<file path="config.mk">
export PLATFORM = sky130hd
export DESIGN_NAME = nau_queue
export DESIGN_NICKNAME = d
export VERILOG_FILES = /design/src/rtl/core/nau_pkg.sv /design/src/rtl/core/nau_queue.sv
export SDC_FILE = /design/constraint.sdc
export NUM_CORES = 1
export LEC_CHECK = 0
export ABC_AREA = 1
export CAP_MARGIN = 40
export CORE_UTILIZATION = 25
export DETAILED_ROUTE_END_ITERATION = 10
export DONT_BUFFER_PORTS = 1
export GPL_ROUTABILITY_DRIVEN = 0
export PLACE_DENSITY = 0.37
export SLEW_MARGIN = 25
export SYNTH_ARGS = -nofsm -noshare
export SYNTH_HDL_FRONTEND = slang
export SYNTH_SLANG_ARGS = --single-unit
</file>
<file path="constraint.sdc">
create_clock -name clk -period 5.6 [get_ports clk]
set_input_delay 0.56 -clock clk [delete_from_list [all_inputs] [get_ports clk]]
set_output_delay 0.56 -clock clk [all_outputs]
set_load 0.02 [all_outputs]
</file>
<file path="src/rtl/core/nau_pkg.sv">
`timescale 1ns / 1ps

package nau_pkg;

  // Geometry of the feature transformer
  localparam int DIMS         = 256;
  localparam int PSQT_BUCKETS = 8;
  localparam int FEATURE_ROWS = 1024;

  // Datapath: LANES main lanes per beat, BEATS beats per feature row
  localparam int LANES    = 16;
  localparam int LANE_W   = $clog2(LANES);
  localparam int BEATS    = DIMS / LANES;
  localparam int BEAT_W   = (BEATS > 1) ? $clog2(BEATS) : 1;
  localparam int ROWIDX_W = (FEATURE_ROWS > 1) ? $clog2(FEATURE_ROWS) : 1;
  localparam int BKT_W    = (PSQT_BUCKETS > 1) ? $clog2(PSQT_BUCKETS) : 1;
  localparam int WDEPTH   = FEATURE_ROWS * BEATS;
  localparam int WADDR_W  = $clog2(WDEPTH);
  localparam int AROWS    = 2 * BEATS;
  localparam int AADDR_W  = $clog2(AROWS);

  // Command queue between front and back
  localparam int QDEPTH = 2;
  localparam int QPTR_W = $clog2(QDEPTH);
  localparam int QCNT_W = $clog2(QDEPTH + 1);

  // Field widths
  localparam int OPCODE_W = 3;
  localparam int ROW_W    = 10;
  localparam int COL_W    = 8;
  localparam int VAL_W    = 32;
  localparam int MW       = 16;
  localparam int BW       = 32;

  typedef logic [OPCODE_W-1:0] opcode_t;

  localparam opcode_t OP_CLEAR     = opcode_t'(0);
  localparam opcode_t OP_ADD       = opcode_t'(1);
  localparam opcode_t OP_SUB       = opcode_t'(2);
  localparam opcode_t OP_WR_MAIN   = opcode_t'(3);
  localparam opcode_t OP_WR_BUCKET = opcode_t'(4);
  localparam opcode_t OP_RD_MAIN   = opcode_t'(5);
  localparam opcode_t OP_RD_BUCKET = opcode_t'(6);

  // Work kinds after classification; out-of-range items become CMD_NOP
  typedef enum logic [2:0] {
    CMD_NOP,
    CMD_CLEAR,
    CMD_ADD,
    CMD_SUB,
    CMD_WR_MAIN,
    CMD_WR_BKT,
    CMD_RD_MAIN,
    CMD_RD_BKT
  } cmd_kind_t;

  typedef struct packed {
    cmd_kind_t          kind;
    logic               side;
    logic [ROWIDX_W-1:0] row;
    logic [BEAT_W-1:0]  beat;
    logic [LANE_W-1:0]  lane;
    logic [BKT_W-1:0]   bkt;
    logic [VAL_W-1:0]   wval;
  } cmd_t;

  typedef logic [LANES-1:0][MW-1:0]        lane_vec_t;
  typedef logic [PSQT_BUCKETS-1:0][BW-1:0] bkt_vec_t;

  // Word address of one beat of a weight row
  function automatic logic [WADDR_W-1:0] w_addr(input logic [ROWIDX_W-1:0] row,
                                                 input logic [BEAT_W-1:0] beat);
    return WADDR_W'(WADDR_W'(row) * WADDR_W'(BEATS) + WADDR_W'(beat));
  endfunction

  // Row address of one beat of a side's accumulator
  function automatic logic [AADDR_W-1:0] acc_addr(input logic side,
                                                   input logic [BEAT_W-1:0] beat);
    return AADDR_W'(AADDR_W'(side) * AADDR_W'(BEATS) + AADDR_W'(beat));
  endfunction

endpackage

</file>
<file path="src/rtl/core/nau_queue.sv">
`timescale 1ns / 1ps

module nau_queue (
  input  logic          clk,
  input  logic          rst,
  input  logic          push,
  input  nau_pkg::cmd_t din,
  output logic          full,
  input  logic          pop,
  output nau_pkg::cmd_t dout,
  output logic          empty
);

  nau_pkg::cmd_t              slots [nau_pkg::QDEPTH];
  logic [nau_pkg::QPTR_W-1:0] wptr;
  logic [nau_pkg::QPTR_W-1:0] rptr;
  logic [nau_pkg::QCNT_W-1:0] count;
  logic                       do_push;
  logic                       do_pop;

  assign full    = (count == nau_pkg::QCNT_W'(nau_pkg::QDEPTH));
  assign empty   = (count == '0);
  assign do_push = push && !full;
  assign do_pop  = pop && !empty;
  assign dout    = slots[rptr];

  // Store the pushed command
  always_ff @(posedge clk) begin
    if (do_push) begin
      slots[wptr] <= din;
    end
  end

  // Advance pointers and fill count
  always_ff @(posedge clk) begin
    if (rst) begin
      wptr  <= '0;
      rptr  <= '0;
      count <= '0;
    end else begin
      if (do_push) begin
        wptr <= (wptr == nau_pkg::QPTR_W'(nau_pkg::QDEPTH - 1)) ? '0 : wptr + 1'b1;
      end
      if (do_pop) begin
        rptr <= (rptr == nau_pkg::QPTR_W'(nau_pkg::QDEPTH - 1)) ? '0 : rptr + 1'b1;
      end
      case ({do_push, do_pop})
        2'b10:   count <= count + 1'b1;
        2'b01:   count <= count - 1'b1;
        default: count <= count;
      endcase
    end
  end

endmodule

</file>
==> results_dict.tcl <==
set metrics [dict create \
    synth_ff_type "edfxtp_1" \
    die_w_um 136 \
    r2r_start "count[0]" \
    post_dp_cell_area_mm2 0.00477 \
    required_ns 5.04 \
    worstSkewPairLatency_ns 0.40 \
    synthTopCellsByCount "edfxtp_1, mux2_4, mux2_2, nor2_1, inv_1" \
    yosys.area.top_type_share_pct 76.4 \
    drc_errors 0 \
    final_cells 467 \
    vias_per_cell 4.04 \
    synth-seq-area-share_pct 78.7 \
    final_nets 296 \
    ant_nets 0 \
    synth_edf_count 114 \
    r2r_cells 5 \
    grt_use_total_pct 9.32 \
    criticalPathCategory "reg -> out" \
    p_seq_share_pct 46.5 \
    fin_skew_ns 0.00459 \
    fp.dieH_um 136 \
    rr_endpoint "slots[1][39]" \
    switchingPower_w 0.000652 \
    yosysTopAreaCell "edfxtp_1" \
    holdPathEnd "slots[1][41]" \
    finalPower_w 0.00244 \
    numPortBuffers 0 \
    clkPwrFrac_pct 36.0 \
    drive_gt1_share_pct 35.5 \
    core_area_mm2 0.0174 \
    ys_ff_latch 119 \
    dpl.cell_count 440 \
    via_count 1885 \
    postCtsSetupBuffers 0 \
    clk_pin_slew_worst_paths_ns 0.05 \
    slew_headroom_pct 55.2 \
    worstHoldPathCells 0 \
    cts_tree "yes" \
    final_cell_area_mm2 0.00525 \
    synthArstFlopShare_pct 0 \
    antennaDiodeCount 0 \
    startpoint_type "flip-flop" \
    setup-tns-final_ns 0 \
    max_stage_delay_ns 0.61 \
    cts_made_buffers 17 \
    crit_path_end_kind "output port" \
    yosysWarnings 0 \
    initial_core_util_pct 25.7 \
    drtIter0Drc 90 \
    maxSlewViolCount 0 \
    place_hpwl_um 5110 \
    ctsHoldBuffers 0 \
    cp_slowest_cell "dfxtp_4" \
    crit_fanout 34 \
    firstDrtPassIters 4 \
    placementRows 48 \
    nFillCells 1706 \
    max_freq_mhz 430 \
    root_buffer "clkbuf_16" \
    cp_num_buf_inv 1 \
    p_leak_nw 1.78 \
    path_cells "buf_16 > mux2_2" \
    comb_power_share_pct 17.5 \
    period_share_pct 41.6 \
    final.min_clock_period_ns 2.33 \
    cap_violations 0 \
    setup_viol 0 \
    tightest_slew_ns 0.670 \
    grt_pass1_vias 2036 \
    worst_ep_arrival_time_ns 1.77 \
    h-tree-depth 4 \
    grt_max_degree 35 \
    grt_first_pass_wirelength_um 12000 \
    synth.distinct_cells 13 \
    vdd_ir_drop_max_v 0.000204 \
    rsz0062_at_grt "no" \
    ys_top_cells_by_area "edfxtp_1, mux2_4, mux2_2" \
    p_int_w 0.00179 \
    netlist_instances 217 \
    wl_per_cell_um 17.4 \
    grt-ovfl-total 0 \
    status "completed" \
    min_from "din[41]" \
    wl_um 8130 \
    dieArea_mm2 0.0185 \
    cts_num_sinks 119 \
    syn-cell-area_mm2 0.00448 \
    hold_violations 0 \
    ios 120 \
    synth_fp_nets 279 \
    synth_area_per_cell_um2 20.6 \
    clock_path_buffers 2 \
    final_util_pct 30.1 \
    antenna_found_initial 0 \
    switching_share_pct 26.7 \
    crit_family "flip-flops" \
    power_density_mw_per_mm2 465 \
    synth.most_common_cell "edfxtp_1" \
    rrSetupSlack_ns 3.32 \
    area_delta_synth_final_pct 17.1 \
    hold_path.class "in -> reg" \
    cts.repair.resized 0 \
]
-- flip-flops by register name, summed over array words and instances (netlist names), named ones only --
name / flops
count: 2
rptr: 1
slots: 114
wptr: 1
-- routing by layer --
layer	up-vias	GRT usage [%]	part of all wire, %
met5	-	0	0
li1	859	-	-
met2	87	14.2	46
met1	928	10.0	40
met3	11	6.04	12
met4	0	4.31	1.5
-- cell usage in the layout, fill, tap and decap left out --
cell type,instances
clkinv_1,3
dfxtp_4,1
mux2_4,30
o21ai_0,1
buf_4,2
mux2_2,27
nor2_1,13
buf_8,1
clkinv_2,4
dfxtp_1,4
nand4_1,1
buf_16,1
nand2_1,8
clkinvlp_4,1
clkbuf_16,17
nor2_4,1
inv_1,8
edfxtp_1,114
clkbuf_1,2
a21oi_1,1
inv_2,1
ha_1,1
-- worst max-delay path by stage --
stage / to / slack [ns] / start / depth (start not counted)
after global placement: slots[0][44] / 3.04 / push / 5
after floorplan: slots[0][0] / 1.93 / push / 4
after CTS: dout[54] / 3.19 / flip-flop / 2
after global routing: slots[1][3] / 3.09 / count[0] / 5
after detailed placement: slots[1][39] / 3.21 / push / 5
final: dout[42] / 3.27 / flip-flop / 2
-- worst register-to-register path: cells and delay by family, from the launching register on --
| family | cells | cell delay (ns) |
|---|---|---|
| AND/OR/NAND/NOR | 3 | 0.45 |
| flip-flops | 1 | 0.39 |
| buffers and inverters | 2 | 1.05 |
-- area by class of cell --
class                      count  area, µm²  area share [%]
tap                          225        282            5.37
multi-input combinational     83        873            16.7
inverter                       9       33.8           0.644
timing repair buffer           4       57.6            1.10
sequential                   119       3530            67.2
clock buffer                  19        433            8.25
clock inverter                 8       38.8           0.740
-- metrics by stage --
stage / setup WS, ns / hold slack, ns
floorplan: 1.93 / 0.467
global placement: 3.04 / 0.478
detailed placement: 3.21 / 0.490
CTS: 3.19 / 0.224
global route: 3.09 / 0.219
finish: 3.27 / 0.252
-- power groups by stage --
stage               registers, W  logic, W  clock network (W)
floorplan                0.00113  0.000383                  0
global placement         0.00118  0.000399                  0
detailed placement       0.00115  0.000440                  0
CTS                      0.00114  0.000441           0.000912
global route             0.00114  0.000459           0.000947
finish                   0.00113  0.000428           0.000878
-- kinds of logic after synthesis --
logic type,after synthesis,synth area share (%)
simple gates,23,1.98
compound gates,2,0.223
mux,57,16.8
flops,119,78.7
fa+ha+maj,1,0.279
buf+inv,15,1.98
Note: power is estimated with default switching activity, not from simulation.
