--- config.mk ---
export PLATFORM = sky130hd
export DESIGN_NAME = nau_front_flat
export DESIGN_NICKNAME = d
export VERILOG_FILES = /design/src/rtl/core/nau_pkg.sv /design/src/rtl/core/nau_in_if.sv /design/src/rtl/core/nau_front.sv /design/src/flat_wrapper.sv
export SDC_FILE = /design/constraint.sdc
export NUM_CORES = 1
export LEC_CHECK = 0
export ABC_AREA = 0
export ABC_CLOCK_PERIOD_IN_PS = 800
export BUFFER_PORTS_ARGS = -buffer_cell sky130_fd_sc_hd__buf_4
export CAP_MARGIN = 30
export CORE_MARGIN = 2
export CORE_UTILIZATION = 21
export DETAILED_ROUTE_END_ITERATION = 7
export PLACE_DENSITY = 0.84
export SYNTH_ARGS = -nofsm -noshare
export SYNTH_HDL_FRONTEND = slang
export SYNTH_SLANG_ARGS = --single-unit
--- constraint.sdc ---
create_clock -name vclk -period 0.8
set_clock_uncertainty 0.1 [all_clocks]
set_input_delay 0.04 -clock vclk [all_inputs]
set_output_delay 0.04 -clock vclk [all_outputs]
set_load 0.02 [all_outputs]
--- src/rtl/core/nau_pkg.sv ---
`timescale 1ns / 1ps

package nau_pkg;

  // Geometry of the feature transformer
  localparam int DIMS         = 256;
  localparam int PSQT_BUCKETS = 8;
  localparam int FEATURE_ROWS = 1024;

  // Datapath: LANES main lanes per beat, BEATS beats per feature row
  localparam int LANES    = 16;
  localparam int LANE_W   = $clog2(LANES);
  localparam int BEATS    = DIMS / LANES;
  localparam int BEAT_W   = (BEATS > 1) ? $clog2(BEATS) : 1;
  localparam int ROWIDX_W = (FEATURE_ROWS > 1) ? $clog2(FEATURE_ROWS) : 1;
  localparam int BKT_W    = (PSQT_BUCKETS > 1) ? $clog2(PSQT_BUCKETS) : 1;
  localparam int WDEPTH   = FEATURE_ROWS * BEATS;
  localparam int WADDR_W  = $clog2(WDEPTH);
  localparam int AROWS    = 2 * BEATS;
  localparam int AADDR_W  = $clog2(AROWS);

  // Command queue between front and back
  localparam int QDEPTH = 2;
  localparam int QPTR_W = $clog2(QDEPTH);
  localparam int QCNT_W = $clog2(QDEPTH + 1);

  // Field widths
  localparam int OPCODE_W = 3;
  localparam int ROW_W    = 10;
  localparam int COL_W    = 8;
  localparam int VAL_W    = 32;
  localparam int MW       = 16;
  localparam int BW       = 32;

  typedef logic [OPCODE_W-1:0] opcode_t;

  localparam opcode_t OP_CLEAR     = opcode_t'(0);
  localparam opcode_t OP_ADD       = opcode_t'(1);
  localparam opcode_t OP_SUB       = opcode_t'(2);
  localparam opcode_t OP_WR_MAIN   = opcode_t'(3);
  localparam opcode_t OP_WR_BUCKET = opcode_t'(4);
  localparam opcode_t OP_RD_MAIN   = opcode_t'(5);
  localparam opcode_t OP_RD_BUCKET = opcode_t'(6);

  // Work kinds after classification; out-of-range items become CMD_NOP
  typedef enum logic [2:0] {
    CMD_NOP,
    CMD_CLEAR,
    CMD_ADD,
    CMD_SUB,
    CMD_WR_MAIN,
    CMD_WR_BKT,
    CMD_RD_MAIN,
    CMD_RD_BKT
  } cmd_kind_t;

  typedef struct packed {
    cmd_kind_t          kind;
    logic               side;
    logic [ROWIDX_W-1:0] row;
    logic [BEAT_W-1:0]  beat;
    logic [LANE_W-1:0]  lane;
    logic [BKT_W-1:0]   bkt;
    logic [VAL_W-1:0]   wval;
  } cmd_t;

  typedef logic [LANES-1:0][MW-1:0]        lane_vec_t;
  typedef logic [PSQT_BUCKETS-1:0][BW-1:0] bkt_vec_t;

  // Word address of one beat of a weight row
  function automatic logic [WADDR_W-1:0] w_addr(input logic [ROWIDX_W-1:0] row,
                                                 input logic [BEAT_W-1:0] beat);
    return WADDR_W'(WADDR_W'(row) * WADDR_W'(BEATS) + WADDR_W'(beat));
  endfunction

  // Row address of one beat of a side's accumulator
  function automatic logic [AADDR_W-1:0] acc_addr(input logic side,
                                                   input logic [BEAT_W-1:0] beat);
    return AADDR_W'(AADDR_W'(side) * AADDR_W'(BEATS) + AADDR_W'(beat));
  endfunction

endpackage

--- src/rtl/core/nau_in_if.sv ---
`timescale 1ns / 1ps

interface nau_in_if;
  logic                           valid;
  logic                           ready;
  logic [nau_pkg::OPCODE_W-1:0]   opcode;
  logic                           side;
  logic [nau_pkg::ROW_W-1:0]      feature_row;
  logic [nau_pkg::COL_W-1:0]      column;
  logic signed [nau_pkg::VAL_W-1:0] write_value;

  modport source (output valid, output opcode, output side, output feature_row,
                  output column, output write_value, input ready);
  modport sink (input valid, input opcode, input side, input feature_row,
                input column, input write_value, output ready);
endinterface

--- src/rtl/core/nau_front.sv ---
`timescale 1ns / 1ps

module nau_front (
  nau_in_if.sink          req,
  input  logic            q_full,
  output logic            push,
  output nau_pkg::cmd_t   cmd
);

  logic row_ok;
  logic main_ok;
  logic bkt_ok;

  // Range checks on row and column
  assign row_ok  = (32'(req.feature_row) < 32'(nau_pkg::FEATURE_ROWS));
  assign main_ok = (32'(req.column) < 32'(nau_pkg::DIMS));
  assign bkt_ok  = (32'(req.column) < 32'(nau_pkg::PSQT_BUCKETS));

  // Classify the item; anything that does nothing becomes a no-op
  always_comb begin
    unique case (req.opcode)
      nau_pkg::OP_CLEAR:     cmd.kind = nau_pkg::CMD_CLEAR;
      nau_pkg::OP_ADD:       cmd.kind = row_ok ? nau_pkg::CMD_ADD : nau_pkg::CMD_NOP;
      nau_pkg::OP_SUB:       cmd.kind = row_ok ? nau_pkg::CMD_SUB : nau_pkg::CMD_NOP;
      nau_pkg::OP_WR_MAIN:   cmd.kind = (row_ok && main_ok) ? nau_pkg::CMD_WR_MAIN
                                                            : nau_pkg::CMD_NOP;
      nau_pkg::OP_WR_BUCKET: cmd.kind = (row_ok && bkt_ok) ? nau_pkg::CMD_WR_BKT
                                                           : nau_pkg::CMD_NOP;
      nau_pkg::OP_RD_MAIN:   cmd.kind = main_ok ? nau_pkg::CMD_RD_MAIN : nau_pkg::CMD_NOP;
      nau_pkg::OP_RD_BUCKET: cmd.kind = bkt_ok ? nau_pkg::CMD_RD_BKT : nau_pkg::CMD_NOP;
      default:               cmd.kind = nau_pkg::CMD_NOP;
    endcase
  end

  // Split the column into beat, lane and bucket index
  assign cmd.side = req.side;
  assign cmd.row  = nau_pkg::ROWIDX_W'(req.feature_row);
  assign cmd.beat = nau_pkg::BEAT_W'(req.column >> nau_pkg::LANE_W);
  assign cmd.lane = req.column[nau_pkg::LANE_W-1:0];
  assign cmd.bkt  = nau_pkg::BKT_W'(req.column);
  assign cmd.wval = req.write_value;

  // Accept whenever the queue has room
  assign req.ready = !q_full;
  assign push      = req.valid && !q_full;

endmodule

--- src/flat_wrapper.sv ---
// flat-port wrapper written by rule: the top's interface ports become plain ports
module nau_front_flat 
  (q_full, push, cmd, req_valid, req_opcode, req_side, req_feature_row, req_column, req_write_value, req_ready);
  nau_in_if req_i ();
  input  logic q_full;
  output logic push;
  output nau_pkg::cmd_t cmd;
  input wire logic [$bits(req_i.valid)-1:0] req_valid;
  input wire logic [$bits(req_i.opcode)-1:0] req_opcode;
  input wire logic [$bits(req_i.side)-1:0] req_side;
  input wire logic [$bits(req_i.feature_row)-1:0] req_feature_row;
  input wire logic [$bits(req_i.column)-1:0] req_column;
  input wire logic [$bits(req_i.write_value)-1:0] req_write_value;
  output wire logic [$bits(req_i.ready)-1:0] req_ready;
  assign req_i.valid = req_valid;
  assign req_i.opcode = req_opcode;
  assign req_i.side = req_side;
  assign req_i.feature_row = req_feature_row;
  assign req_i.column = req_column;
  assign req_i.write_value = req_write_value;
  assign req_ready = req_i.ready;
  nau_front u_core (.req(req_i), .q_full(q_full), .push(push), .cmd(cmd));
endmodule
==> flow_summary.toml <==
[route]
routed-via-count = 410
wire_length_after_detailed_routing_um = 1450
drt_first_iter_violations = 0
detail_route.first_pass.iterations = 1
route.antenna.remaining_nets = 0
routed_wire_length_per_instance_um = 13.3
route.detailed.drc = 0
detail_route.vias_per_cell = 3.76

[place]
dpl.hpwl_um = 709
io_buffers = 20
placed_cells_incl_taps = 61
place_congestion = 0.694

[finish]
num-clock-buffers = 0
final.fill_count = 201
utilization_pct = 42.1
design.final.nets = 139
post_layout_nonfiller_instances = 109
area_grow_syn2layout_pct = 92.7
seqCellArea_um2 = 0
layout-drive-gt1-share_pct = 35.8
ant_diodes = 0
sequential_cell_count_of_the_final_layout = 0
most_common_cell_after_layout_fill_and_taps_aside = "sky130_fd_sc_hd__dlymetal6s4s_1"
layout_common_cells = "sky130_fd_sc_hd__dlymetal6s4s_1, sky130_fd_sc_hd__buf_4, sky130_fd_sc_hd__buf_6"

[die]
fp.coreArea_mm2 = 0.00219
rows = 17
io-pin-count = 115
die_h_um = 51.8
die_w_um = 51.8
floorplan.die_area_mm2 = 0.00268
initial_standard_cell_utilization_of_the_core_pct = 21.9

[setup_path]
delay_of_the_slowest_cell_on_the_worst_path_ns = 0.35
timing.setup.critical_path_class = "input port to primary output"
critical_path_required_ns = 0.66
critical_path.max_fanout = 2
worst_ep_arrival_time_ns = 0.91
worstPathCellList = "buf_8 > nor4_4 > o2bb2ai_4 > a21o_1 > buf_6"
setup_crit_end_kind = "primary output"
cpMaxStageDelayCell = "sky130_fd_sc_hd__nor4_4"
critical_path.startpoint = "req_opcode[0]"
startpoint_type = "input port"

[worst_hold_path]
hold_path_start = "req_column[6]"
worstHoldPathType = "input port to primary output"
min_delay_worst_endpoint = "cmd[41]"
min_delay_path_depth = 2

[grt]
grt-busiest-layer = "met2"
global_route_wire_length_before_repair_um = 1730
met1_global_route_usage_pct = 8.16
maximum_number_of_pins_on_one_net_before_global_route_repair = 3
grt_usage_pct = 8.18
global_route.usage.met2_pct = 19.0
grtUsageMet3_pct = 0
grt_antenna_before_repair = 0
gr-total-overflow = 0
grt_pass1_vias = 389

[outcome]
failed_checks = "setup timing"
outcome = "finished with violations"

[logic_synthesis]
post_synth.cell_area_avg_um2 = 7.49
synth_top_cell_by_area = "sky130_fd_sc_hd__buf_4"
synth_sequential_area_ratio_pct = 0
netlist.area_leader.share_pct = 84.6
synth.net_count = 120
synth.distinct_cells = 10
ys_top_cells_by_area = "sky130_fd_sc_hd__buf_4, sky130_fd_sc_hd__o2bb2ai_2, sky130_fd_sc_hd__nor2b_1"
synth_area_um2 = 479
yosys_warnings = 0
syn-instance-count = 64

[timing]
max_slew_margin_pct = 72.2
grt_setup_unrepaired = "true"
fin_ws_ns = -0.246
final_max_slew_viol_count = 0
fmax_achieved_mhz = 956
totalNegativeSetupSlack_ns = -0.687
period_needed_ns = 1.05
period_share_pct = 131
timing_hold_violations_final = 0
final_setup_violation_count = 3
timing_worst_slew_pin_value_ns = 0.419

[pwr]
total_power_uw = 607
leakage_power_nw = 0.766
irDropWorstVdd_mv = 0.326
power_density_mw_per_mm2 = 658

[job]
maxCapViolations = 0
how the worst max path moves through the flow:
stage | end
after global routing | cmd[56]
after floorplan | cmd[55]
final | cmd[55]
after detailed placement | cmd[56]
after global placement | cmd[56]
after CTS | cmd[56]
worst max-delay path, delay by kind of cell:
kind	cells	cell delay [ns]
buffers and inverters	2	0.21
AND/OR/NAND/NOR	1	0.35
AO/OA/AOI/OAI	2	0.30
through the flow:
step | hold WS, ns | instance area [um2] | worst slack [ns]
finish | 0.192 | 923 | -0.246
detailed placement | -0.0199 | 307 | -0.289
CTS | 0.193 | 805 | -0.240
floorplan | 0.0456 | 504 | -0.126
global route | 0.202 | 923 | -0.299
global placement | -0.0199 | 307 | -0.277
timing repair:
item / 4_1_cts / 5_1_grt
setup endpoints to repair: 3 / 52
setup buffers: 2 / 0
pin swaps: 4 / 1
hold buffers: 46 / 0
endpoints found under the hold margin: 49 / 0
cloned: 0 / 0
resized for setup: 6 / 47
cell families after synthesis:
| group | after synthesis | share of synthesized area, % |
|---|---|---|
| AO/OA/AOI/OAI | 3 | 5.74 |
| AND/OR/NAND/NOR | 5 | 6.79 |
| buffers and inverters | 55 | 85.4 |
| multiplexers | 1 | 2.09 |
final cells by class:
cell class                 instances  area, um2  share of cell area (%)
inverter                           1       3.75                   0.407
multi-input combinational          9       98.8                    10.7
tap                               28       35.0                    3.79
timing repair buffer              71        786                    85.1
cell usage after synthesis:
| master | number |
|---|---|
| sky130_fd_sc_hd__nor2_1 | 1 |
| sky130_fd_sc_hd__nor2b_1 | 2 |
| sky130_fd_sc_hd__a21o_1 | 1 |
| sky130_fd_sc_hd__nor4_2 | 1 |
| sky130_fd_sc_hd__a21oi_1 | 1 |
| sky130_fd_sc_hd__mux2i_1 | 1 |
| sky130_fd_sc_hd__buf_4 | 54 |
| sky130_fd_sc_hd__nand2_1 | 1 |
| sky130_fd_sc_hd__o2bb2ai_2 | 1 |
| sky130_fd_sc_hd__inv_1 | 1 |
power by group:
part	switching (mW)	total (mW)	internal [mW]
Combinational	0.305	0.607	0.302
Clock	0	0	0
Sequential	0	0	0
Total	0.305	0.607	0.302
layer usage:
layer | wire length [um] | vias to the layer above | share of wire, %
met4 | 0 | 0 | 0
li1 | - | 179 | -
met2 | 924 | 48 | 64
met1 | 387 | 183 | 27
met3 | 138 | 0 | 9.5
met5 | 0 | - | 0
Note: power is estimated with default switching activity, not from simulation.
